File: config.mk
export PLATFORM = sky130hd
export DESIGN_NAME = lzbh_queue
export DESIGN_NICKNAME = d
export VERILOG_FILES = /design/src/sv/lzbh_pkg.sv /design/src/sv/lzbh_queue.sv
export SDC_FILE = /design/constraint.sdc
export NUM_CORES = 1
export LEC_CHECK = 0
export BUFFER_PORTS_ARGS = -buffer_cell sky130_fd_sc_hd__buf_2
export CORE_MARGIN = 8
export CORE_UTILIZATION = 44
export CTS_CLUSTER_DIAMETER = 60
export DETAILED_ROUTE_END_ITERATION = 10
export PLACE_DENSITY_LB_ADDON = 0.05
export SYNTH_ARGS = -nofsm -noshare
export SYNTH_HDL_FRONTEND = slang
export SYNTH_SLANG_ARGS = --single-unit
File: constraint.sdc
create_clock -name clk_i -period 2.1 [get_ports clk_i]
set_input_delay 0.42 -clock clk_i [delete_from_list [all_inputs] [get_ports clk_i]]
set_output_delay 0.42 -clock clk_i [all_outputs]
set_load 0.01 [all_outputs]
File: src/sv/lzbh_pkg.sv
`timescale 1ns / 1ps
// ----------------------------------------------------------------------------
// lzbh_pkg
// Shared types, constants and the word generator of the lazy Zobrist hasher.
// ----------------------------------------------------------------------------
package lzbh_pkg;

  // Field widths of the channels and the register
  localparam int unsigned FUNC_W  = 2;
  localparam int unsigned DEPTH_W = 6;
  localparam int unsigned COORD_W = 4;
  localparam int unsigned CODE_W  = 8;
  localparam int unsigned ROWS_W  = 5;
  localparam int unsigned HASH_W  = 32;
  // column * rows + row stays below 512
  localparam int unsigned SQ_W    = 9;

  // Defaults of the top-level parameters
  localparam int unsigned SQUARES_DEF      = 256;
  localparam int unsigned PIECE_BITS_DEF   = 8;
  localparam int unsigned DEPTH_LEVELS_DEF = 64;
  localparam int unsigned QUEUE_DEPTH_DEF  = 2;

  localparam logic [ROWS_W-1:0] ROWS_RESET = 5'd8;
  localparam logic [HASH_W-1:0] BLACK_XOR  = 32'hCAFE_F00D;
  localparam logic [HASH_W-1:0] SEED_RESET = 32'h00DE_C0DE;
  localparam int unsigned SHIFT_A = 13;
  localparam int unsigned SHIFT_B = 17;
  localparam int unsigned SHIFT_C = 5;

  // Input selector codes; the fourth code is unused
  typedef enum logic [FUNC_W-1:0] {
    FUNC_BEGIN  = 2'd0,
    FUNC_PIECE  = 2'd1,
    FUNC_FINISH = 2'd2
  } func_e;

  // Classified operations passed from front to back
  typedef enum logic [1:0] {
    OP_BEGIN,
    OP_PIECE,
    OP_SKIP,
    OP_FINISH
  } op_e;

  // Back-end sequencer states
  typedef enum logic [1:0] {
    S_CLEAR,
    S_IDLE,
    S_DEPTH,
    S_PIECE
  } state_e;

  // One queued operation
  typedef struct packed {
    op_e               op;
    logic              is_black;
    logic [DEPTH_W-1:0] search_depth;
    logic [SQ_W-1:0]   sq;
    logic [CODE_W-1:0] piece_code;
  } entry_t;

  // One xorshift32 step
  function automatic logic [HASH_W-1:0] xorshift32(input logic [HASH_W-1:0] s);
    logic [HASH_W-1:0] t;
    t = s ^ (s << SHIFT_A);
    t = t ^ (t >> SHIFT_B);
    t = t ^ (t << SHIFT_C);
    return t;
  endfunction

endpackage

File: src/sv/lzbh_queue.sv
`timescale 1ns / 1ps
// ----------------------------------------------------------------------------
// lzbh_queue
// Short FIFO of classified operations between front and back.
// ----------------------------------------------------------------------------
module lzbh_queue #(
  parameter int unsigned DEPTH = lzbh_pkg::QUEUE_DEPTH_DEF
) (
  input  logic             clk_i,
  input  logic             rst_ni,
  input  logic             push_i,
  input  lzbh_pkg::entry_t push_data_i,
  output logic             full_o,
  input  logic             pop_i,
  output logic             empty_o,
  output lzbh_pkg::entry_t head_o
);
  import lzbh_pkg::*;

  localparam int unsigned PtrW = (DEPTH > 1) ? $clog2(DEPTH) : 1;
  localparam int unsigned CntW = $clog2(DEPTH + 1);

  entry_t            slots_q [DEPTH];
  logic [PtrW-1:0]   wr_ptr_q;
  logic [PtrW-1:0]   rd_ptr_q;
  logic [CntW-1:0]   count_q;

  assign full_o  = count_q == CntW'(DEPTH);
  assign empty_o = count_q == '0;
  assign head_o  = slots_q[rd_ptr_q];

  // Store pushed entries
  always_ff @(posedge clk_i) begin
    if (push_i) begin
      slots_q[wr_ptr_q] <= push_data_i;
    end
  end

  // Advance pointers and count
  always_ff @(posedge clk_i or negedge rst_ni) begin
    if (!rst_ni) begin
      wr_ptr_q <= '0;
      rd_ptr_q <= '0;
      count_q  <= '0;
    end else begin
      if (push_i) begin
        wr_ptr_q <= (wr_ptr_q == PtrW'(DEPTH - 1)) ? '0 : wr_ptr_q + 1'b1;
      end
      if (pop_i) begin
        rd_ptr_q <= (rd_ptr_q == PtrW'(DEPTH - 1)) ? '0 : rd_ptr_q + 1'b1;
      end
      if (push_i && !pop_i) begin
        count_q <= count_q + 1'b1;
      end else if (pop_i && !push_i) begin
        count_q <= count_q - 1'b1;
      end
    end
  end

  a_no_overflow: assert property (@(posedge clk_i) disable iff (!rst_ni)
    push_i |-> !full_o)
    else $error("queue push while full");

  a_no_underflow: assert property (@(posedge clk_i) disable iff (!rst_ni)
    pop_i |-> !empty_o)
    else $error("queue pop while empty");

endmodule

=== Yosys cells after proc, flatten, opt, wreduce, memory -nomap -nowiden ===
Memories as Yosys holds them, arrays and structs flattened.
Index checks and enable logic that the tools add are counted.

* Memories kept: 1
* Output and inout port bits: 28
* Logic and storage cells: 21
* RAM bits: 52
* Register bits after elaboration: 4
* Bits of input ports: 30

* Add/subtract/negate cells: 4
* Mux-type cells: 6
* Reduce and logical (&&, ||, !) cells: 6
* Equal/unequal tests: 1

{| class="wikitable"
|+ Memories
! name !! words !! width !! read ports !! clocked after Yosys merged registers in !! wr ports !! line !! RTL
|-
| slots_q || 2 || 26 || 1 || 0 || 1 || lzbh_queue.sv:23 || <nowiki>entry_t slots_q [DEPTH];</nowiki>
|}

{| class="wikitable"
|+ Operators with widths
! cell !! count
|-
| 2-to-1 mux 1 bit || 4
|-
| 2-to-1 mux 2 bit || 2
|-
| adder 1 bit, second input constant || 2
|-
| adder 2 x 1 -> 2 bit, second input constant || 1
|-
| == test 2 bit, second input constant || 1
|-
| logical AND 1 bit || 2
|-
| logical NOT 1 bit || 2
|-
| logical NOT 2 bit || 1
|-
| nonzero test 2 bit || 1
|-
| subtractor 2 x 1 -> 2 bit, second input constant || 1
|}

=== Depth between registers and ports, before layout ===
Gate-level depths: netlist of the first run.

* Depth in word-level cells: 4
* Mapped depth: 5
* Gate-level depth less buffers: 5

=== Worst setup path after synthesis of the first run ===
No wires, ideal clock.

* Path kind: in2reg
* Start point: input push_i
* End point: memory slots_q[0][0] (netlist bit), enable pin
* Data arrival time: 1,611 ps
* Path buffers: 0
* Required time: 1,688 ps
* Setup time: 412 ps
* Stages on the path: 1
* Path slack: 77 ps
* Cell sequence: nor2b_1

* Longest elaborated chain between the ends: 2

{| class="wikitable"
|+ Ends and longest elaborated chain
! element !! line !! RTL
|-
| start: declaration || lzbh_queue.sv:11 || <nowiki>input logic push_i,</nowiki>
|-
| 2-to-1 mux 1 bit || lzbh_queue.sv:34 || <nowiki>if (push_i) begin</nowiki>
|-
| 2-to-1 mux 1 bit (implied by the code) || lzbh_queue.sv:35 || <nowiki>slots_q[wr_ptr_q] <= push_data_i;</nowiki>
|-
| end: declaration || lzbh_queue.sv:23 ||
|}

Every way passes these cells.

==> summary.md, run 1 <==
| Metric | Value |
|---|---|
| Outcome | `complete, no violations` |
| Syn_nets | `between 100 and 150` |
| Final Hold Fails | `0` |
| TritonCTS clock tree | `done` |
| Worst Reg2Reg Path Length in Cells | `2` |
| First-pass GRT wire length | `around 5.4 mm` |
| PwrDens | `around 1200 mW/mm2` |
| Ports | `just under 60` |
| Worst Hold Class | `in -> reg` |
| TritonCTS Buffers | `5` |
| Startpoint types | `register` |
| Initial antenna violation count | `0` |
| Reg-to-Reg End | `slots_q[0][0]$_DFFE_PP_` |
| Synth top area share | `0.722` |
| Count of buffers from port buffering | `57` |
| H-tree levels | `2` |
| Antenna viol nets, final | `0` |
| Post-layout util | `0.554` |
| DIE WIDTH | `roughly 86 um` |
| CP required | `roughly 1700 ps` |
| Critical Path AT | `between 1000 and 1500 ps` |
| Clk_lat worst skew | `~290 ps` |
| Worst r2r src | `wr_ptr_q$_DFFE_PN0P_` |
| Initial core utilization | `0.458` |
| Final setup TNS | `0 ps` |
| Area grow syn2layout | `21.1%` |
| CP endpoint kind | `primary output` |
| Number of global-route vias before repair | `about 1100` |
| DR DRC count | `0` |
| Detailed placement HPWL | `approximately 2.6 mm` |
| Synth top cells by count | `edfxtp_1, mux2_4, mux2_2` |
| Post-CTS setup buffer count | `0` |
| Reg2Reg Setup Slack | `roughly 940 ps` |
| Most numerous cell in the Yosys netlist | `edfxtp_1` |
| Slew headroom | `0.819` |
| Clock skew | `3.83 ps` |
| Largest cells by area after synthesis | `edfxtp_1, mux2_4, dfrtp_1, mux2_2, buf_12` |
| Hold Crit Start | `push_data_i[18]` |
| Resized Gates After CTS | `0` |
| Post-CTS Hold Fix Bufs | `1` |
| Setup Crit Path Kind | `reg -> out` |
| Commonest register cell after synthesis | `edfxtp_1` |
| Share of cells above drive strength 1 | `0.572` |
| Yosys cell types | `13` |
| Hold EP | `slots_q[1][18]$_DFFE_PP_` |
| Critical Path, Cell by Cell | `buf_4, mux2_4, buf_2` |
| Netlist Area Pre-Place | `between 0.002 and 0.0025 mm2` |
| Die Height | `around 86 um` |
| Rows | `25` |
| Post-placement cell area | `approximately 0.0025 mm2` |
| VDD IR max | `~620 uV` |
| Post-synth EDFFs | `52` |
| Post-synth top area cell | `edfxtp_1` |
| GRT Overall Usage | `0.0973` |
| Crit-path max FO | `14` |
| WP buf/inv | `2` |
| Root Driver | `clkbuf_8` |
| Largest net degree at the start of global routing | `19` |
| Max cap viols | `0` |
| Post-Route WL | `between 3 and 4 mm` |
| GR Overflow Total | `0` |
| Syn avg cell area | `22.3 um2` |
| Async S/R FF share, synth | `0.0714` |
| Worst path slowest cell | `dfrtp_1` |
| Post-Syn Instances | `between 90 and 100` |
| Die area | `0.00742 mm2` |
| Leakage | `~1.1 nW` |
| Cell count of the worst hold path | `1` |
| CP top delay family | `buffers and inverters` |
| # diodes | `0` |
| Vias | `between 1000 and 1500` |
| DR WL/cell | `14.8 um` |
| Final net count | `196` |
| Via density | `approximately 4.5` |
| Worst Tran Pin Value | `~270 ps` |
| CTS Buffer Depth | `2` |
| Number of synthesized register bits | `56` |
| RSZ-0062 raised after global routing | `false` |
| Filler instances | `between 300 and 400` |
| Setup-failing EPs final | `0` |
| Core region area | `0.00472 mm2` |
| FMAX | `548 MHz` |
| CTS sink cnt | `56` |
| Pre-antenna DRT Iters | `4` |
| Register area share after synthesis | `0.768` |
| Min cycle time layout | `1830 ps` |
| Yosys warnings | `0` |
| Final period util | `0.869` |
| Max-slew violations | `0` |
| Post-route cell area | `between 0.002 and 0.003 mm2` |
| Iteration-0 DRC Markers | `45` |
| Clock-pin slew on the worst setup and hold paths | `~90 ps` |
| CP max stage delay | `around 360 ps` |
| Final weighted congestion in routability-driven placement | `0.625` |
routing by layer:
metal,vias up,share of wire,wire length [um],track usage
li1,504,-,-,-
met1,492,0.41,1410,0.103
met2,35,0.52,1780,0.167
met3,7,0.061,209,0.0353
met4,0,0.017,57,0.0478
met5,-,0,0,0
cells by family after synthesis:
family / Yosys count / synth area share
XOR/XNOR: 5 / 0.0202
adder cells (fa/ha/maj): 1 / 0.00578
buffers and inverters: 4 / 0.0254
flip-flops: 56 / 0.768
multiplexers: 26 / 0.168
AND/OR/NAND/NOR: 5 / 0.0121
flip-flops by register name (all words and copies together) (netlist names):
name / cells
slots_q: 52
count_q: 2
rd_ptr_q: 1
wr_ptr_q: 1
placed cells by master (no fill, tap or decap):
cell           netlist  layout
clkbuf_1             0       2
clkinv_1             0       1
inv_1                1       1
and2_1               1       1
edfxtp_1            52      52
nor2b_2              0       1
dlygate4sd3_1        0       1
xnor2_1              1       1
xor2_1               4       4
buf_4                0       6
clkbuf_8             0       5
nor2b_1              2       1
buf_2                0      57
mux2_4              19      19
nor2_1               2       2
dfrtp_1              4       4
mux2_2               7       7
ha_1                 1       1
through the flow:
stage | total power [mW] | worst slack (ps) | hold WS [ps] | instances
finish | 3.21 | 275 | 307 | 233
global route | 3.39 | 193 | 288 | 233
CTS | 3.27 | 251 | 295 | 233
detailed placement | 2.74 | 585 | 231 | 224
global placement | 2.71 | 607 | 229 | 224
floorplan | 2.41 | 76.7 | 124 | 97
cell type report:
cell class                 instances  area (um2)  share of cell area
sequential                        56        1660               0.634
clock inverter                     1        3.75             0.00143
clock buffer                       7        76.3              0.0291
tap                               67        83.8              0.0320
timing repair buffer              64         340               0.130
inverter                           1        3.75             0.00143
multi-input combinational         37         449               0.172
worst max-delay path by stage:
stage / start / endpoint / slack [ps] / depth (start not counted)
finish: rd_ptr_q$_DFFE_PN0P_ / head_o[17] / 270 / 3
global route: rd_ptr_q$_DFFE_PN0P_ / head_o[2] / 190 / 3
CTS: rd_ptr_q$_DFFE_PN0P_ / head_o[17] / 250 / 3
detailed placement: rd_ptr_q$_DFFE_PN0P_ / head_o[17] / 580 / 3
global placement: rd_ptr_q$_DFFE_PN0P_ / head_o[13] / 610 / 3
floorplan: push_i / slots_q[0][0]$_DFFE_PP_ / 80 / 1
power breakdown:
part           total [mW]  switching (mW)  internal (mW)  leakage, nW
combinational        1.12           0.535          0.581        0.489
sequential           1.56          0.0753           1.49        0.535
clock               0.532           0.299          0.233       0.0399
total                3.21           0.909           2.30         1.06
Power figures use the tool's default switching activity.
==> run 2, diff against run 1 <==
--- a/config.mk
+++ b/config.mk
@@ -7,7 +7,7 @@
 export LEC_CHECK = 0
 export BUFFER_PORTS_ARGS = -buffer_cell sky130_fd_sc_hd__buf_2
 export CORE_MARGIN = 8
-export CORE_UTILIZATION = 44
+export CORE_UTILIZATION = 29
 export CTS_CLUSTER_DIAMETER = 60
 export DETAILED_ROUTE_END_ITERATION = 10
 export PLACE_DENSITY_LB_ADDON = 0.05
==> summary.md, run 2 (same netlist as run 1, synthesis figures left out) <==
| Metric | Value |
|---|---|
| First-pass GRT wire length | `a little over 6 mm` |
| Leakage | `between 1 and 1.5 nW` |
| # diodes | `0` |
| Finished Layout Cells | `around 270` |
| Largest net degree at the start of global routing | `17` |
| Startpoint types | `register` |
| Post-CTS setup buffer count | `0` |
| CP endpoint kind | `primary output` |
| Outcome | `complete, no violations` |
| Post-route cell area | `between 0.002 and 0.003 mm2` |
| Detailed placement HPWL | `approximately 3 mm` |
| Worst Tran Pin Value | `approximately 420 ps` |
| Core region area | `0.00725 mm2` |
| Rows | `31` |
| Die area | `between 0.01 and 0.015 mm2` |
| Final setup TNS | `0 ps` |
| RSZ-0062 raised after global routing | `false` |
| Setup Crit Path Kind | `reg -> out` |
| Crit-path max FO | `8` |
| Slew headroom | `0.719` |
| Iteration-0 DRC Markers | `15` |
| Worst Hold Class | `in -> reg` |
| Critical Path, Cell by Cell | `buf_4, mux2_4, buf_2` |
| Power Total | `around 3.3 mW` |
| Initial core utilization | `0.298` |
| Antenna viol nets, final | `0` |
| Final net count | `196` |
| Post-Route WL | `between 3 and 4 mm` |
| Pre-antenna DRT Iters | `3` |
| Min cycle time layout | `1850 ps` |
| TritonCTS Buffers | `5` |
| H-tree levels | `2` |
| Most common cell after layout, fill and taps aside | `buf_2` |
| CTS sink cnt | `56` |
| GR Overflow Total | `0` |
| CTS Buffer Depth | `2` |
| Combinational power share | `0.358` |
| Worst path slowest cell | `dfrtp_2` |
| Share of power burned in registers | `0.478` |
| Sw Share | `0.290` |
| Clock-pin slew on the worst setup and hold paths | `around 90 ps` |
| P_sw | `between 0.9 and 1 mW` |
| VDD IR max | `approximately 410 uV` |
| Die Height | `a little over 100 um` |
| PwrDens | `1220 mW/mm2` |
| GRT Overall Usage | `0.0798` |
| Count of buffers from port buffering | `57` |
| Max cap viols | `0` |
| Final period util | `0.882` |
| Final Hold Fails | `0` |
| Post-placement cell area | `0.00261 mm2` |
| Setup-failing EPs final | `0` |
| Final weighted congestion in routability-driven placement | `around 0.67` |
| DIE WIDTH | `approximately 100 um` |
| Ports | `a little under 60` |
| CP max stage delay | `between 400 and 500 ps` |
| Clk_lat worst skew | `~300 ps` |
| Pint | `around 2.3 mW` |
| Max FFs per register | `52` |
| Root Driver | `clkbuf_8` |
| DR WL/cell | `approximately 15 um` |
| Post-Place Cells | `256` |
| Top reg by flops | `slots_q` |
| Via density | `3.91` |
| FMAX | `between 500 and 600 MHz` |
| Initial antenna violation count | `0` |
| Clk pwr share | `0.164` |
| Post-CTS Hold Fix Bufs | `1` |
| Largest regs | `slots_q x52, count_q x2` |
| Number of global-route vias before repair | `about 1200` |
| Vias | `1036` |
| DR DRC count | `0` |
| TritonCTS clock tree | `done` |
| Area grow syn2layout | `24.8%` |
| Filler instances | `about 700` |
| Share of cells above drive strength 1 | `0.590` |
| Resized Gates After CTS | `0` |
| Max-slew violations | `0` |
| Commonest cells after routing, fill and taps aside | `buf_2, edfxtp_1, mux2_4` |
| Clock skew | `just over 3 ps` |
| Critical Path AT | `1430 ps` |
| CP required | `between 1500 and 2000 ps` |
run 2: cell types whose count changed in the layout (fill, tap and decap cells not counted):
cell and delta:
buf_12 +3, buf_4 -3, clkbuf_1 -2, clkinv_2 +2, dfrtp_1 -1, dfrtp_2 +1
run 2: layout make-up:
type,count,area (um2),area share
timing repair buffer,64,378,0.140
clock buffer,5,68.8,0.0255
sequential,56,1660,0.616
multi-input combinational,37,449,0.166
clock inverter,3,13.8,0.00510
tap,99,124,0.0459
inverter,1,3.75,0.00139
run 2: worst paths after layout:
kind | from | endpoint | slack [ps] | cells past startpoint
max in group asynchronous | rst_ni | rd_ptr_q$_DFFE_PN0P_ | 1510 | 2
min reg2reg | count_q[1]$_DFFE_PN0P_ | count_q[1]$_DFFE_PN0P_ | 490 | 1
max | rd_ptr_q$_DFFE_PN0P_ | head_o[9] | 250 | 3
min in group asynchronous | rst_ni | count_q[0]$_DFFE_PN0P_ | 460 | 2
min | push_data_i[1] | slots_q[0][1]$_DFFE_PP_ | 300 | 1
max reg2reg | wr_ptr_q$_DFFE_PN0P_ | slots_q[0][0]$_DFFE_PP_ | 790 | 2
run 2: worst max-delay path: cells and delay by family (launching register included):
kind | cells | cell delay (ps)
DFF | 1 | 440
muxes | 1 | 320
buffers and inverters | 2 | 370
run 2: per-stage QoR:
stage	setup WS (ps)	util	hold slack, ps
final	248	0.372	304
after global routing	169	0.372	284
after CTS	205	0.372	292
after detailed placement	548	0.359	240
after global placement	558	0.359	235
after floorplan	76.7	-	124
run 2: per-layer routing:
layer  vias up  routed length (um)  track usage
met2        31                2100        0.141
li1        503                   -            -
met5         -                   0            0
met4         0                  18       0.0237
met3         2                 281       0.0313
met1       500                1560       0.0858
run 2: power by group through the flow:
stage / registers (mW) / logic (mW) / clock network (mW)
finish: 1.58 / 1.18 / 0.542
CTS: 1.59 / 1.23 / 0.572
global placement: 1.60 / 1.21 / 0
global route: 1.61 / 1.29 / 0.611
detailed placement: 1.61 / 1.22 / 0
floorplan: 1.57 / 0.838 / 0
==> run 3, diff against run 2 <==
--- a/config.mk
+++ b/config.mk
@@ -5,11 +5,12 @@
 export SDC_FILE = /design/constraint.sdc
 export NUM_CORES = 1
 export LEC_CHECK = 0
-export BUFFER_PORTS_ARGS = -buffer_cell sky130_fd_sc_hd__buf_2
 export CORE_MARGIN = 8
 export CORE_UTILIZATION = 29
 export CTS_CLUSTER_DIAMETER = 60
 export DETAILED_ROUTE_END_ITERATION = 10
+export DONT_BUFFER_PORTS = 1
+export HOLD_SLACK_MARGIN = 0.08
 export PLACE_DENSITY_LB_ADDON = 0.05
 export SYNTH_ARGS = -nofsm -noshare
 export SYNTH_HDL_FRONTEND = slang
==> summary.md, run 3 (same netlist as run 1, synthesis figures left out) <==
| Metric | Value |
|---|---|
| Outcome | `complete, no violations` |
| Clk_lat worst skew | `300 ps` |
| Worst hold slack | `193 ps` |
| Detailed placement HPWL | `between 2 and 3 mm` |
| Min cycle time layout | `1840 ps` |
| Die area | `approximately 0.010 mm2` |
| Initial core utilization | `0.298` |
| Largest net degree at the start of global routing | `20` |
| Critical Path Start | `rd_ptr_q$_DFFE_PN0P_` |
| Post-placement cell area | `0.00229 mm2` |
| Final Hold Fails | `0` |
| Max cap viols | `0` |
| Number of global-route vias before repair | `949` |
| Pre-antenna DRT Iters | `4` |
| Top reg by flops | `slots_q` |
| Max FFs per register | `52` |
| DR DRC count | `0` |
| Startpoint types | `register` |
| Count of buffers from port buffering | `0` |
| Ports | `58` |
| Clock skew | `2.60 ps` |
| Slew headroom | `0.670` |
| Filler instances | `around 710` |
| # diodes | `0` |
| Resized Gates After CTS | `0` |
| TritonCTS Buffers | `5` |
| Core region area | `approximately 0.0073 mm2` |
| Worst Hold Class | `in -> reg` |
| CP required | `1680 ps` |
| Crit-path max FO | `19` |
| Commonest cells after routing, fill and taps aside | `edfxtp_1, mux2_4, mux2_2` |
| DIE WIDTH | `about 100 um` |
| CTS sink cnt | `56` |
| GR Overflow Total | `0` |
| Iteration-0 DRC Markers | `21` |
| Initial antenna violation count | `0` |
| VDD IR max | `approximately 450 uV` |
| CP endpoint kind | `primary output` |
| Final period util | `0.875` |
| Final weighted congestion in routability-driven placement | `0.641` |
| Setup Crit Path Kind | `reg -> out` |
| FMAX | `544 MHz` |
| Share of cells above drive strength 1 | `0.364` |
| Area grow syn2layout | `10.4%` |
| H-tree levels | `2` |
| Die Height | `between 100 and 150 um` |
| Via density | `about 4.1` |
| TritonCTS clock tree | `done` |
| Vias | `843` |
| Root Driver | `clkbuf_8` |
| Final net count | `137` |
| Leakage | `0.841 nW` |
| CTS Buffer Depth | `2` |
| Worst r2r src | `wr_ptr_q$_DFFE_PN0P_` |
| Cell count of the worst hold path | `1` |
| Critical Path AT | `between 1000 and 1500 ps` |
| Antenna viol nets, final | `0` |
| Most common cell after layout, fill and taps aside | `edfxtp_1` |
| Post-Route WL | `approximately 3.7 mm` |
| Worst Reg2Reg Path Length in Cells | `2` |
| Post-route cell area | `0.00239 mm2` |
| Largest regs | `slots_q x52, count_q x2` |
| Post-layout util | `0.329` |
| Final setup TNS | `0 ps` |
| Max-slew violations | `0` |
| Setup-failing EPs final | `0` |
| Rows | `31` |
| Worst Tran Pin Value | `approximately 490 ps` |
| Hold Crit Start | `push_i` |
| DR WL/cell | `approximately 18 um` |
| PwrDens | `1280 mW/mm2` |
| Clock-pin slew on the worst setup and hold paths | `roughly 90 ps` |
| Power Total | `3.06 mW` |
| GRT Overall Usage | `0.0723` |
| RSZ-0062 raised after global routing | `false` |
| First-pass GRT wire length | `between 5 and 6 mm` |
[run 3: stage by stage]
stage               worst slack (ps)  instances
floorplan                       76.7         97
global placement                 583        197
detailed placement               574        197
CTS                              235        206
global route                     197        206
finish                           263        206
[run 3: worst max-delay path: stages, from the launching register on]
cell,delay [ps]
dfrtp_2,530
buf_12,240
mux2_4,350
[run 3: layout make-up]
type | instances | area, um2 | share of cell area
flip-flops and latches | 56 | 1660 | 0.697
multi-input cells | 37 | 449 | 0.188
well taps | 99 | 124 | 0.0519
clock buffers | 5 | 68.8 | 0.0288
repair buffers | 5 | 65.1 | 0.0273
clock inverters | 3 | 13.8 | 0.00577
inverters | 1 | 3.75 | 0.00157
[run 3: final timing paths]
check | to | slack (ps)
worst min register to register | count_q[1]$_DFFE_PN0P_ | 500
max in group asynchronous | rd_ptr_q$_DFFE_PN0P_ | 1530
worst max register to register | slots_q[1][7]$_DFFE_PP_ | 720
worst min-delay path | wr_ptr_q$_DFFE_PN0P_ | 190
min in group asynchronous | count_q[1]$_DFFE_PN0P_ | 380
worst max-delay path | head_o[9] | 260
[run 3: per-layer routing]
metal	track usage	vias to the layer above	wire length [um]
li1	-	384	-
met1	0.0604	419	1160
met2	0.127	36	2010
met3	0.0525	4	512
met5	0	-	0
met4	0.0305	0	36
[run 3: power breakdown]
part           switching [mW]  total (mW)  internal (mW)
clock                   0.323       0.551          0.227
sequential              0.112        1.60           1.49
combinational           0.469       0.910          0.442
[run 3: timing repair]
action,4_1_cts,5_1_grt
hold buffers,1,0
setup buffers,0,0
hold endpoints to repair,4,0
