$ cat config.mk
export PLATFORM = sky130hd
export DESIGN_NAME = lzbh_front_flat
export DESIGN_NICKNAME = d
export VERILOG_FILES = /design/src/sv/lzbh_pkg.sv /design/src/sv/lzbh_in_if.sv /design/src/sv/lzbh_front.sv /design/src/flat_wrapper.sv
export SDC_FILE = /design/constraint.sdc
export NUM_CORES = 1
export LEC_CHECK = 0
export ABC_AREA = 1
export BUFFER_PORTS_ARGS = -buffer_cell sky130_fd_sc_hd__buf_2
export CAP_MARGIN = 15
export CORE_MARGIN = 10
export CORE_UTILIZATION = 45
export DETAILED_ROUTE_END_ITERATION = 6
export PLACE_DENSITY = 0.79
export SKIP_CTS_REPAIR_TIMING = 1
export SYNTH_ARGS = -nofsm -noshare
export SYNTH_HDL_FRONTEND = slang
export SYNTH_SLANG_ARGS = --single-unit
$ cat constraint.sdc
create_clock -name clk_i -period 6.47 [get_ports clk_i]
set_input_delay 1.6175 -clock clk_i [delete_from_list [all_inputs] [get_ports clk_i]]
set_output_delay 1.6175 -clock clk_i [all_outputs]
set_load 0.05 [all_outputs]
$ cat src/sv/lzbh_pkg.sv
`timescale 1ns / 1ps
// ----------------------------------------------------------------------------
// lzbh_pkg
// Shared types, constants and the word generator of the lazy Zobrist hasher.
// ----------------------------------------------------------------------------
package lzbh_pkg;

  // Field widths of the channels and the register
  localparam int unsigned FUNC_W  = 2;
  localparam int unsigned DEPTH_W = 6;
  localparam int unsigned COORD_W = 4;
  localparam int unsigned CODE_W  = 8;
  localparam int unsigned ROWS_W  = 5;
  localparam int unsigned HASH_W  = 32;
  // column * rows + row stays below 512
  localparam int unsigned SQ_W    = 9;

  // Defaults of the top-level parameters
  localparam int unsigned SQUARES_DEF      = 256;
  localparam int unsigned PIECE_BITS_DEF   = 8;
  localparam int unsigned DEPTH_LEVELS_DEF = 64;
  localparam int unsigned QUEUE_DEPTH_DEF  = 2;

  localparam logic [ROWS_W-1:0] ROWS_RESET = 5'd8;
  localparam logic [HASH_W-1:0] BLACK_XOR  = 32'hCAFE_F00D;
  localparam logic [HASH_W-1:0] SEED_RESET = 32'h00DE_C0DE;
  localparam int unsigned SHIFT_A = 13;
  localparam int unsigned SHIFT_B = 17;
  localparam int unsigned SHIFT_C = 5;

  // Input selector codes; the fourth code is unused
  typedef enum logic [FUNC_W-1:0] {
    FUNC_BEGIN  = 2'd0,
    FUNC_PIECE  = 2'd1,
    FUNC_FINISH = 2'd2
  } func_e;

  // Classified operations passed from front to back
  typedef enum logic [1:0] {
    OP_BEGIN,
    OP_PIECE,
    OP_SKIP,
    OP_FINISH
  } op_e;

  // Back-end sequencer states
  typedef enum logic [1:0] {
    S_CLEAR,
    S_IDLE,
    S_DEPTH,
    S_PIECE
  } state_e;

  // One queued operation
  typedef struct packed {
    op_e               op;
    logic              is_black;
    logic [DEPTH_W-1:0] search_depth;
    logic [SQ_W-1:0]   sq;
    logic [CODE_W-1:0] piece_code;
  } entry_t;

  // One xorshift32 step
  function automatic logic [HASH_W-1:0] xorshift32(input logic [HASH_W-1:0] s);
    logic [HASH_W-1:0] t;
    t = s ^ (s << SHIFT_A);
    t = t ^ (t >> SHIFT_B);
    t = t ^ (t << SHIFT_C);
    return t;
  endfunction

endpackage

$ cat src/sv/lzbh_in_if.sv
`timescale 1ns / 1ps
// ----------------------------------------------------------------------------
// lzbh_in_if
// Input channel: one board item per transfer.
// ----------------------------------------------------------------------------
interface lzbh_in_if;
  import lzbh_pkg::*;

  logic               valid;
  logic               ready;
  logic [FUNC_W-1:0]  func;
  logic [DEPTH_W-1:0] search_depth;
  logic               is_black;
  logic [COORD_W-1:0] column;
  logic [COORD_W-1:0] row;
  logic [CODE_W-1:0]  piece_code;

  modport source (
    output valid, func, search_depth, is_black, column, row, piece_code,
    input  ready
  );
  modport sink (
    input  valid, func, search_depth, is_black, column, row, piece_code,
    output ready
  );
endinterface

$ cat src/sv/lzbh_front.sv
`timescale 1ns / 1ps
// ----------------------------------------------------------------------------
// lzbh_front
// Accepts items, computes the square index and range checks, queues ops.
// ----------------------------------------------------------------------------
module lzbh_front #(
  parameter int unsigned SQUARES    = lzbh_pkg::SQUARES_DEF,
  parameter int unsigned PIECE_BITS = lzbh_pkg::PIECE_BITS_DEF
) (
  input  logic                        clk_i,
  input  logic                        rst_ni,
  lzbh_in_if.sink                     in_i,
  input  logic                        cfg_we_i,
  input  logic [lzbh_pkg::ROWS_W-1:0] cfg_wdata_i,
  input  logic                        q_full_i,
  input  logic                        clearing_i,
  output logic                        push_o,
  output lzbh_pkg::entry_t            push_data_o
);
  import lzbh_pkg::*;

  logic [ROWS_W-1:0] rows_q;
  logic [SQ_W-1:0]   sq;
  logic              sq_ok;
  logic              code_ok;
  logic              accept;

  // Hold the board row count
  always_ff @(posedge clk_i or negedge rst_ni) begin
    if (!rst_ni) begin
      rows_q <= ROWS_RESET;
    end else if (cfg_we_i) begin
      rows_q <= cfg_wdata_i;
    end
  end

  // Square index and range checks
  assign sq      = SQ_W'(in_i.column) * SQ_W'(rows_q) + SQ_W'(in_i.row);
  assign sq_ok   = 32'(sq) < 32'(SQUARES);
  assign code_ok = 32'(in_i.piece_code) < (32'd1 << PIECE_BITS);

  // Stall while the queue is full or the piece table is being cleared
  assign in_i.ready = !q_full_i && !clearing_i;
  assign accept     = in_i.valid && in_i.ready;

  // Classify the transfer; drop the unused selector
  always_comb begin
    push_o                   = 1'b0;
    push_data_o.op           = OP_FINISH;
    push_data_o.is_black     = in_i.is_black;
    push_data_o.search_depth = in_i.search_depth;
    push_data_o.sq           = sq;
    push_data_o.piece_code   = in_i.piece_code;
    case (func_e'(in_i.func))
      FUNC_BEGIN: begin
        push_o         = accept;
        push_data_o.op = OP_BEGIN;
      end
      FUNC_PIECE: begin
        push_o         = accept;
        push_data_o.op = (sq_ok && code_ok) ? OP_PIECE : OP_SKIP;
      end
      FUNC_FINISH: begin
        push_o         = accept;
        push_data_o.op = OP_FINISH;
      end
      default: push_o = 1'b0;
    endcase
  end

endmodule

$ cat src/flat_wrapper.sv
// flat-port wrapper written by rule: the top's interface ports become plain ports
module lzbh_front_flat import lzbh_pkg::*;
#(
  parameter int unsigned SQUARES    = lzbh_pkg::SQUARES_DEF,
  parameter int unsigned PIECE_BITS = lzbh_pkg::PIECE_BITS_DEF
)
  (clk_i, rst_ni, cfg_we_i, cfg_wdata_i, q_full_i, clearing_i, push_o, push_data_o, in_i_valid, in_i_func, in_i_search_depth, in_i_is_black, in_i_column, in_i_row, in_i_piece_code, in_i_ready);
  lzbh_in_if in_i_i ();
  input  logic clk_i;
  input  logic rst_ni;
  input  logic cfg_we_i;
  input  logic [lzbh_pkg::ROWS_W-1:0] cfg_wdata_i;
  input  logic q_full_i;
  input  logic clearing_i;
  output logic push_o;
  output lzbh_pkg::entry_t push_data_o;
  input wire logic [$bits(in_i_i.valid)-1:0] in_i_valid;
  input wire logic [$bits(in_i_i.func)-1:0] in_i_func;
  input wire logic [$bits(in_i_i.search_depth)-1:0] in_i_search_depth;
  input wire logic [$bits(in_i_i.is_black)-1:0] in_i_is_black;
  input wire logic [$bits(in_i_i.column)-1:0] in_i_column;
  input wire logic [$bits(in_i_i.row)-1:0] in_i_row;
  input wire logic [$bits(in_i_i.piece_code)-1:0] in_i_piece_code;
  output wire logic [$bits(in_i_i.ready)-1:0] in_i_ready;
  assign in_i_i.valid = in_i_valid;
  assign in_i_i.func = in_i_func;
  assign in_i_i.search_depth = in_i_search_depth;
  assign in_i_i.is_black = in_i_is_black;
  assign in_i_i.column = in_i_column;
  assign in_i_i.row = in_i_row;
  assign in_i_i.piece_code = in_i_piece_code;
  assign in_i_ready = in_i_i.ready;
  lzbh_front #(.SQUARES(SQUARES), .PIECE_BITS(PIECE_BITS)) u_core (.clk_i(clk_i), .rst_ni(rst_ni), .in_i(in_i_i), .cfg_we_i(cfg_we_i), .cfg_wdata_i(cfg_wdata_i), .q_full_i(q_full_i), .clearing_i(clearing_i), .push_o(push_o), .push_data_o(push_data_o));
endmodule
Word-level counts from Yosys, hierarchy flattened:

Cells that the tools add are included.

* add/subtract/negate cells: 1
* multipliers: 1
* $lt $le $gt $ge: 1
* eq/ne operators: 2
* multiplexer cells: 3
* reductions and logical operators: 6

Operators with widths (number)
* $add A9 B4 Y9: 1
* $lt A9 B9 Y1 const B: 1
* $mul A4 B5 Y9: 1
* $pmux W2 S2: 1
* $reduce_or A3 Y1: 1
* $eq A2 B1 Y1 const B: 1
* $eq A2 B2 Y1 const B: 1
* $logic_and A1 B1 Y1: 2
* $logic_not A1 Y1: 2
* $logic_not A2 Y1: 1
* $mux W2: 1
* $mux W1: 1

* bits in registers: 5
* output and inout port bits: 28
* word-level logic and storage cells: 15

Depth between registers and ports, before layout:

Gate-level depths: netlist (run 1).

* word-level depth: 5
* depth in mapped cells: 15

Least setup slack after synthesis (run 1):

No wires, ideal clock.

* kind: input-to-output
* start point: in in_i_column[3]
* end point: out push_data_o[12] (netlist name)
* arrival time: 4.717 ns
* required time: 4.852 ns
* path slack: 0.135 ns
* stages on the path: 9
* path buffers: 0
* cells stage by stage: nand2_1 fa_1 fa_1 fa_1 inv_1 ha_1 or2_4 and2_1 xor2_1

RTL lines
* from (decl): line flat_wrapper.sv:21 `input wire logic [$bits(in_i_i.column)-1:0] in_i_column;`
* to (decl): line flat_wrapper.sv:16 `output lzbh_pkg::entry_t push_data_o;`

==> results of run 1 <==
==> routing by layer <==
metal / track usage [%] / up-vias
met5: 0 / -
met1: 9.79 / 397
met4: 5.04 / 0
met3: 2.40 / 8
met2: 17.2 / 34
li1: - / 483
==> cell type report <==
class | count | area (um^2)
fillers | 244 | 1190
well taps | 30 | 37.5
inverters | 34 | 128
multi-input cells | 94 | 778
clock buffers | 4 | 26.3
flip-flops and latches | 5 | 126
repair buffers | 33 | 165
==> report_power, final <==
part	switching, mW	total, mW	internal (mW)
clock	0.0116	0.0348	0.0232
combinational	0.223	0.315	0.0926
sequential	0.00432	0.0394	0.0351
total	0.239	0.389	0.151
==> logic make-up (layout without fill, tap and decap cells) <==
logic type,Yosys count,count (layout),share of synthesized area (%)
AO/OA/AOI/OAI,5,5,3.39
XOR/XNOR,4,4,3.06
adder cells (fa/ha/maj),27,27,35.4
buffers and inverters,49,71,21.0
flip-flops,5,5,11.0
multiplexers,5,5,4.92
AND/OR/NAND/NOR,53,53,21.2
==> worst max path at each step <==
stage	to	slack, ps	cells past startpoint
after floorplan	push_data_o[12]	140	9
after global placement	push_data_o[24]	290	14
after detailed placement	push_data_o[24]	240	14
after CTS	push_data_o[24]	240	14
after global routing	push_data_o[25]	110	14
final	push_data_o[24]	270	14
==> synthesized netlist by cell type, types with 2 or more instances <==
cell type | instances | area [um^2]
fa_1 | 9 | 180
inv_2 | 2 | 7.51
nand4_1 | 2 | 12.5
dfrtp_1 | 4 | 100
nand2_2 | 6 | 37.5
inv_1 | 32 | 120
buf_4 | 15 | 113
nand3_1 | 6 | 30.0
a21oi_1 | 3 | 15.0
ha_1 | 18 | 225
nand2_1 | 33 | 124
xor2_1 | 3 | 26.3
mux2_2 | 5 | 56.3
nor2_1 | 2 | 7.51
==> through the flow <==
step | worst slack, ps | hold slack (ps) | instance area [um^2]
2_1_floorplan | 135 | 548 | 1140
3_3_place_gp | 294 | 595 | 1230
3_5_place_dp | 238 | 599 | 1230
4_1_cts | 236 | 609 | 1260
5_1_grt | 114 | 639 | 1260
6_report | 267 | 606 | 1260
==> out/metrics.csv, run 1 <==
stage,metric,value,unit
clock_tree,CTS Buffer Depth,2,
run,MaxCap Viol Count,0,
grt,global-route wire length before repair,4130,um
min_path,Hold/Removal Path Class,reg -> reg,
timing,Slew Limit Fails,0,
critical_path,CP Cell Sequence,buf_2 > nand2_1 > fa_1 > fa_1 > fa_1 > inv_1 > ha_1 > or2_4 > nand3_2 > nand2_2 > nand2_2 > nand3_1 > nand2_1 > buf_2,
routing,Remaining DRCs,0,
timing,RSZ-0062 raised after global routing,no,
floorplanning,die area,0.00496,mm^2
power,Power Dens Cells,309,mW/mm^2
clock_tree,CTS Buf Count,3,
place,quantity of I/O buffers inserted on ports,33,
timing,Final Hold Fails,0,
timing,Max Fclk,0.161,GHz
critical_path,CP peak stage delay,510,ps
final_layout,Top reg by flops,u_core.rows_q,
power,Leakage,0.823,nW
critical_path,Worst R2R Start,u_core.rows_q[4]$_DFFE_PN0P_,
yosys,YS warnings,0,
floorplanning,Core Footprint,0.00245,mm^2
power,total power,0.389,mW
critical_path,CP endpoint kind,output pin,
clock_tree,Root Driver,clkbuf_4,
routing,DRT Wirelength,2180,um
floorplanning,Die Y,70.4,um
timing,# setup viols final,0,
final_layout,max reg flops,5,
yosys,Post-Syn Area per Cell,7.74,um^2
min_path,Hold EP,u_core.rows_q[1]$_DFFE_PN0P_,
final_layout,fin nets,234,
grt,Overall Global Routing Usage,9.54,%
yosys,Yosys cell types,22,
critical_path,Worst path slowest cell,fa_1,
routing,TritonRoute pass-1 iters,4,
critical_path,"Largest delay share family, worst path",adder cells,
routing,Met3 Wirelength,156,um
routing,Met2 Wirelength,1080,um
critical_path,"Max FO, Critical Path",5,
yosys,number of flops mapped to enable cells by yosys,0,
routing,Vias,922,
critical_path,Reg2Reg Setup Slack,5650,ps
grt,vias in the first global route,1071,
floorplanning,# rows,18,
clock_tree,CTS tree,done,
final_layout,Top Registers,u_core.rows_q: 5 flops,
critical_path,Critical Path AT,4590,ps
status,status,finished clean,
yosys,cells after synthesis,148,
grt,remaining global-route overflow,0,
timing,Worst-Margin Slew,261,ps
place,hpwl dp,2020,um
yosys,Post-synth ARST share,100,%
critical_path,"most used cell, CP",fa_1,
critical_path,CP bufs+invs,3,
routing,DR top layer,met4,
floorplanning,starting density of the core,46.6,%
yosys,sequential share of the synthesized area,11.0,%
final_layout,Final Util,51.4,%
routing,Routed WL per cell,10.9,um
floorplanning,I/O Pins,64,
timing,final worst path period share,95.9,%
grt,initial antenna violation count,0,
routing,vias per std cell,4.61,
min_path,Worst Hold Depth,1,
routing,antenna-violating nets left,0,
critical_path,CP Launch Type,input pin,
timing,relative slew slack,82.7,%
timing,worst clock skew,0,ps
routing,Initial DRC Count,23,
yosys,synthesized cell area,0.00114,mm^2
power,peak supply drop,0.000285,V
final_layout,"commonest cells after routing, fill and taps aside","nand2_1, buf_2, inv_1",
clock_tree,clk sinks,5,
yosys,syn nets,211,
yosys,Post-synth top flop,dfrtp_1,
place,Post-Place Cells,196,
final_layout,area grow syn2layout,10.2,%
clock_tree,H-tree levels,1,
critical_path,FF-to-FF path depth,1,
critical_path,critical path class,in -> out,
critical_path,WP data required,4850,ps
yosys,"FF+latch count, synth",5,
grt,largest net degree at the start of global routing,6,
min_path,hold_sp,u_core.rows_q[1]$_DFFE_PN0P_,
final_layout,ANT cells,0,
final_layout,Non-Filler Instances,200,
final_layout,share of layout cells above drive strength 1,31.8,%
critical_path,Reg2Reg Capture Point,u_core.rows_q[4]$_DFFE_PN0P_,
clock_tree,clock-pin transition on the worst setup and hold timing paths,40,ps
clock_tree,Clock Latency Late Sink,230,ps
floorplanning,DIE WIDTH,70.4,um
critical_path,crit path launch,in_i_column[3],
place,routability cong.,0.768,
timing,total negative slack,0,ps
routing,met1 wire length,917,um
timing,Final Critical Period,6200,ps
(Power assumes the default switching activity.)
==> run 2, diff against run 1 <==
--- a/config.mk
+++ b/config.mk
@@ -8,6 +8,7 @@
 export ABC_AREA = 1
 export BUFFER_PORTS_ARGS = -buffer_cell sky130_fd_sc_hd__buf_2
 export CAP_MARGIN = 15
+export CORE_ASPECT_RATIO = 0.75
 export CORE_MARGIN = 10
 export CORE_UTILIZATION = 45
 export DETAILED_ROUTE_END_ITERATION = 6
==> run 2 against run 1 <==
Compared with the run above:
- die area increased by 0.41%
- combinational power about the same
- critical path depth unchanged
- largest power group unchanged
- highest routed layer unchanged
- register-to-register slack is essentially flat
- non-clock buffer count stayed put
- utilization grew 2.2 points
- routed wire length increased by 2.8%
- clock power is 2% higher
- critical path type unchanged
- critical endpoint unchanged
==> out/metrics.csv, run 2 (same netlist as run 1, synthesis figures left out) <==
stage,metric,value,unit,change
clock_tree,H-tree levels,1,,unchanged
routing,TritonRoute pass-1 iters,4,,unchanged
critical_path,WP data required,4850,ps,about the same
timing,worst clock skew,0,ps,unchanged
critical_path,"most used cell, CP",fa_1,,
power,peak supply drop,0.000126,V,-56%
timing,total negative slack,0,ps,unchanged
routing,Initial DRC Count,11,,-52%
place,hpwl dp,2100,um,+3.9%
critical_path,CP bufs+invs,3,,unchanged
final_layout,Storage cell area,126,um^2,unchanged
timing,Max Fclk,0.161,GHz,-0.44%
timing,# setup viols final,0,,unchanged
grt,initial antenna violation count,0,,unchanged
routing,Vias,910,,-1.3%
clock_tree,CTS tree,done,,
floorplanning,I/O Pins,64,,unchanged
critical_path,Critical Path AT,4610,ps,+20 ps
critical_path,CP endpoint kind,output pin,,
final_layout,Top reg by flops,u_core.rows_q,,
final_layout,max reg flops,5,,unchanged
timing,Final Critical Period,6230,ps,+27.1 ps
critical_path,CP Launch Type,input pin,,
timing,relative slew slack,82.8,%,about the same
final_layout,Top Registers,u_core.rows_q: 5 flops,,
clock_tree,CTS Buf Count,3,,unchanged
floorplanning,starting density of the core,48.4,%,+1.8 points
status,status,finished clean,,
clock_tree,Root Driver,clkbuf_4,,
power,P_sw,0.240,mW,+0.61%
power,sequential power share,10.0,%,about the same
critical_path,CP Cell Sequence,buf_2 > nand2_1 > fa_1 > fa_1 > fa_1 > inv_1 > ha_1 > or2_4 > nand3_2 > nand2_2 > nand2_2 > nand3_1 > nand2_1 > buf_2,,
final_layout,fin nets,234,,unchanged
grt,global-route wire length before repair,4080,um,-1.2%
routing,antenna-violating nets left,0,,unchanged
critical_path,CP peak stage delay,520,ps,about the same
critical_path,Reg2Reg Setup Slack,5650,ps,about the same
grt,largest net degree at the start of global routing,6,,unchanged
clock_tree,CTS Buffer Depth,2,,unchanged
grt,vias in the first global route,1011,,-5.6%
place,quantity of I/O buffers inserted on ports,33,,unchanged
floorplanning,DIE WIDTH,78.2,um,+11%
power,Internal Power,0.152,mW,+0.50%
min_path,Hold/Removal Path Class,reg -> reg,,
final_layout,share of layout cells above drive strength 1,31.8,%,unchanged
final_layout,area grow syn2layout,10.6,%,
grt,Overall Global Routing Usage,9.67,%,+0.13 points
critical_path,Worst path slowest cell,fa_1,,
power,Power Dens Cells,309,mW/mm^2,+0.17%
final_layout,fill count,251,,+2.9%
power,Leakage,0.823,nW,unchanged
critical_path,"Max FO, Critical Path",5,,unchanged
floorplanning,die area,0.00498,mm^2,+0.41%
final_layout,ANT cells,0,,unchanged
clock_tree,clock-pin transition on the worst setup and hold timing paths,40,ps,about the same
routing,vias per std cell,4.46,,-3.2%
final_layout,design area,0.00127,mm^2,+0.40%
timing,Final Hold Fails,0,,unchanged
place,Area after DPL,0.00124,mm^2,+0.41%
routing,Remaining DRCs,0,,unchanged
critical_path,critical path class,in -> out,,
floorplanning,# rows,15,,-3
timing,final worst path period share,96.3,%,+0.42 points
timing,Slew Limit Fails,0,,unchanged
critical_path,"Largest delay share family, worst path",adder cells,,
grt,remaining global-route overflow,0,,unchanged
power,combinational share of power,80.9,%,about the same
timing,Worst-Margin Slew,260,ps,-1.08 ps
power,power share of the clock group,9.1,%,+0.2 points
timing,RSZ-0062 raised after global routing,no,,
floorplanning,Core Footprint,0.00236,mm^2,-3.7%
run,MaxCap Viol Count,0,,unchanged
power,Net Sw Frac,61.3,%,about the same
floorplanning,Die Y,63.7,um,-9.6%
final_layout,"commonest cells after routing, fill and taps aside","nand2_1, buf_2, inv_1",,
clock_tree,Clock Latency Late Sink,240,ps,about the same
routing,DRT Wirelength,2240,um,+2.8%
place,routability cong.,0.820,,+6.8%
final_layout,Multi-input gate area,778,um^2,unchanged
clock_tree,clk sinks,5,,unchanged
routing,Routed WL per cell,11.0,um,+0.74%
-- run 2: metal layers --
metal,global-route usage (%),part of all wire (%),vias to the layer above
li1,-,-,481
met1,10.4,45,391
met2,16.6,46,26
met3,3.26,7.8,12
met4,4.46,2.0,0
met5,0,0,-
-- run 2: cell type report --
type                       count  area share (%)
sequential                     5            9.98
inverter                      34            10.1
multi-input combinational     94            61.5
clock buffer                   4            2.08
tap                           34            3.36
timing repair buffer          33            13.0
-- run 2: through the flow --
| step | hold slack [ps] | setup slack [ps] | util, % | total power [mW] | std cells |
|---|---|---|---|---|---|
| final | 595 | 240 | 53.5 | 0.392 | 204 |
| after global routing | 640 | 59.4 | 53.5 | 0.430 | 204 |
| after CTS | 598 | 195 | 53.5 | 0.398 | 204 |
| after detailed placement | 589 | 200 | 52.4 | 0.360 | 200 |
| after global placement | 584 | 287 | 52.4 | 0.354 | 200 |
| after floorplan | 548 | 135 | - | 0.322 | 148 |
-- run 2: power groups by stage --
stage          clock network (mW)  registers (mW)  logic [mW]
2_1_floorplan                   0          0.0384       0.284
3_3_place_gp                    0          0.0396       0.315
3_5_place_dp                    0          0.0397       0.320
4_1_cts                    0.0371          0.0393       0.322
5_1_grt                    0.0392          0.0401       0.351
6_report                   0.0355          0.0393       0.317
-- run 2: worst paths after layout --
path / startpoint / to / depth (start not counted)
worst max-delay path: in_i_column[3] / push_data_o[24] / 14
worst min-delay path: u_core.rows_q[0]$_DFFE_PN0P_ / u_core.rows_q[0]$_DFFE_PN0P_ / 1
worst max register to register: u_core.rows_q[1]$_DFFE_PN0P_ / u_core.rows_q[1]$_DFFE_PN0P_ / 1
worst min register to register: u_core.rows_q[0]$_DFFE_PN0P_ / u_core.rows_q[0]$_DFFE_PN0P_ / 1
max in group asynchronous: rst_ni / u_core.rows_q[3]$_DFFE_PN1P_ / 1
min in group asynchronous: rst_ni / u_core.rows_q[2]$_DFFE_PN0P_ / 1
==> run 3, diff against run 2 <==
--- a/config.mk
+++ b/config.mk
@@ -12,6 +12,7 @@
 export CORE_MARGIN = 10
 export CORE_UTILIZATION = 45
 export DETAILED_ROUTE_END_ITERATION = 6
+export MAX_ROUTING_LAYER = met4
 export PLACE_DENSITY = 0.79
 export SKIP_CTS_REPAIR_TIMING = 1
 export SYNTH_ARGS = -nofsm -noshare
==> constraint.sdc (replaced) <==
create_clock -name clk_i -period 6.47 [get_ports clk_i]
set_input_delay 1.6175 -clock clk_i [delete_from_list [all_inputs] [get_ports clk_i]]
set_output_delay 1.6175 -clock clk_i [all_outputs]
set_load 0.005 [all_outputs]
==> run 3 against run 2 <==
Compared with the run above:
- via count up 2.0%
- design area unchanged
- register-to-register slack about the same
- flip-flop and latch count unchanged
- setup slack better by 110 ps
- non-clock buffer count unchanged
- first-iteration DRC count up 9.1%
- utilization unchanged
- critical path type unchanged
==> out/metrics.csv, run 3 (same netlist as run 1, synthesis figures left out) <==
stage,metric,value,unit,change
power,combinational share of power,72.8,%,-8.1 points
timing,Max Fclk,0.164,GHz,+1.9%
critical_path,FF-to-FF path depth,1,,unchanged
grt,largest net degree at the start of global routing,6,,unchanged
routing,Routed WL per cell,11.4,um,+3.6%
floorplanning,I/O Pins,64,,unchanged
routing,Met3 Wirelength,141,um,-19%
power,Power Dens Cells,217,mW/mm^2,-30%
grt,initial antenna violation count,0,,unchanged
final_layout,Top reg by flops,u_core.rows_q,,
timing,final worst path period share,94.5,%,-1.8 points
routing,DRT Wirelength,2320,um,+3.6%
critical_path,CP Launch Type,input pin,,
timing,RSZ-0062 raised after global routing,no,,
timing,# setup viols final,0,,unchanged
timing,Final Hold Fails,0,,unchanged
floorplanning,Core Footprint,0.00236,mm^2,unchanged
critical_path,"Max FO, Critical Path",5,,unchanged
floorplanning,Die Y,63.7,um,unchanged
critical_path,CP bufs+invs,3,,unchanged
clock_tree,H-tree levels,1,,unchanged
final_layout,fill count,235,,-6.4%
power,sequential power share,14.3,%,+4.3 points
critical_path,CP endpoint kind,output pin,,
final_layout,max reg flops,5,,unchanged
critical_path,"Largest delay share family, worst path",adder cells,,
final_layout,fin nets,234,,unchanged
grt,Overall Global Routing Usage,10.2,%,+0.52 points
timing,Slew Limit Fails,0,,unchanged
critical_path,WP depth,13,,-1
final_layout,design area,0.00127,mm^2,unchanged
place,quantity of I/O buffers inserted on ports,33,,unchanged
grt,remaining global-route overflow,0,,unchanged
routing,antenna-violating nets left,0,,unchanged
run,MaxCap Viol Count,0,,unchanged
power,P_sw,0.124,mW,-48%
critical_path,Worst path slowest cell,fa_1,,
place,Area after DPL,0.00124,mm^2,unchanged
power,power share of the clock group,12.9,%,+3.8 points
grt,vias in the first global route,1036,,+2.5%
place,hpwl dp,2150,um,+2.3%
floorplanning,die area,0.00498,mm^2,unchanged
timing,Worst-Margin Slew,199,ps,-60.2 ps
timing,Final Critical Period,6120,ps,-114 ps
clock_tree,clk sinks,5,,unchanged
routing,Vias,928,,+2.0%
critical_path,"most used cell, CP",fa_1,,
routing,vias per std cell,4.55,,+2.0%
clock_tree,Clock Latency Late Sink,240,ps,about the same
critical_path,WP data required,4850,ps,about the same
power,Leakage,0.823,nW,unchanged
final_layout,ANT cells,0,,unchanged
routing,DR top layer,met4,,
clock_tree,CTS tree,done,,
timing,hold_ws,599,ps,+3.09 ps
critical_path,Critical Path AT,4500,ps,-110 ps
power,Internal Power,0.151,mW,-0.43%
final_layout,Top Registers,u_core.rows_q: 5 flops,,
clock_tree,CTS Buf Count,3,,unchanged
clock_tree,clock-pin transition on the worst setup and hold timing paths,40,ps,about the same
floorplanning,# rows,15,,unchanged
status,status,finished clean,,
clock_tree,CTS Buffer Depth,2,,unchanged
power,peak supply drop,0.000101,V,-20%
final_layout,area grow syn2layout,10.6,%,unchanged
routing,Initial DRC Count,12,,+1
floorplanning,starting density of the core,48.4,%,unchanged
routing,TritonRoute pass-1 iters,4,,unchanged
routing,met1 wire length,1050,um,+4.8%
timing,relative slew slack,86.7,%,+3.9 points
critical_path,CP peak stage delay,520,ps,about the same
place,routability cong.,0.830,,+1.2%
final_layout,share of layout cells above drive strength 1,31.8,%,unchanged
critical_path,CP Cell Sequence,buf_2 > nand2_1 > fa_1 > fa_1 > fa_1 > inv_1 > ha_1 > or2_4 > nand3_2 > nand3_1 > nand3_1 > nand2_1 > buf_2,,
min_path,Worst Hold Depth,1,,unchanged
floorplanning,DIE WIDTH,78.2,um,unchanged
clock_tree,Root Driver,clkbuf_4,,
grt,global-route wire length before repair,4220,um,+3.6%
timing,total negative slack,0,ps,unchanged
critical_path,critical path class,in -> out,,
routing,Met2 Wirelength,1100,um,+8.0%
routing,Remaining DRCs,0,,unchanged
timing,worst clock skew,0,ps,unchanged
final_layout,"commonest cells after routing, fill and taps aside","nand2_1, buf_2, inv_1",,
power,Net Sw Frac,45.1,%,-16 points
min_path,Hold/Removal Path Class,reg -> reg,,
run 3: worst paths after layout:
kind                                                 to                         start  slack (ps)
min in group asynchronous  u_core.rows_q[4]$_DFFE_PN0P_                        rst_ni        1180
max in group asynchronous  u_core.rows_q[3]$_DFFE_PN1P_                        rst_ni        5080
setup / recovery                        push_data_o[24]                in_i_column[3]         350
setup reg to reg           u_core.rows_q[1]$_DFFE_PN0P_  u_core.rows_q[1]$_DFFE_PN0P_        5660
hold reg to reg            u_core.rows_q[0]$_DFFE_PN0P_  u_core.rows_q[0]$_DFFE_PN0P_         600
hold / removal             u_core.rows_q[0]$_DFFE_PN0P_  u_core.rows_q[0]$_DFFE_PN0P_         600
run 3: metrics by stage:
step | setup slack, ps | cells | util (%) | total power [mW]
2_1_floorplan | 722 | 148 | - | 0.185
3_3_place_gp | 430 | 200 | 52.4 | 0.237
3_5_place_dp | 340 | 200 | 52.4 | 0.244
4_1_cts | 332 | 204 | 53.5 | 0.283
5_1_grt | 182 | 204 | 53.5 | 0.318
6_report | 354 | 204 | 53.5 | 0.275
run 3: cell type report:
| cell class | instances | area, um^2 | share of cell area, % |
|---|---|---|---|
| multi-input combinational | 94 | 778 | 61.5 |
| inverter | 34 | 128 | 10.1 |
| clock buffer | 4 | 26.3 | 2.08 |
| tap | 34 | 42.5 | 3.36 |
| sequential | 5 | 126 | 9.98 |
| timing repair buffer | 33 | 165 | 13.0 |
run 3: layer usage:
layer | up-vias | global-route usage [%]
met4 | 0 | 4.46
met3 | 10 | 2.69
li1 | 477 | -
met2 | 24 | 17.5
met5 | - | -
met1 | 417 | 10.8
run 3: power groups by stage:
stage	Clock [mW]	Sequential (mW)	Combinational [mW]
floorplan	0	0.0384	0.147
detailed placement	0	0.0397	0.204
CTS	0.0377	0.0393	0.206
finish	0.0355	0.0393	0.200
global placement	0	0.0396	0.197
global route	0.0407	0.0402	0.237
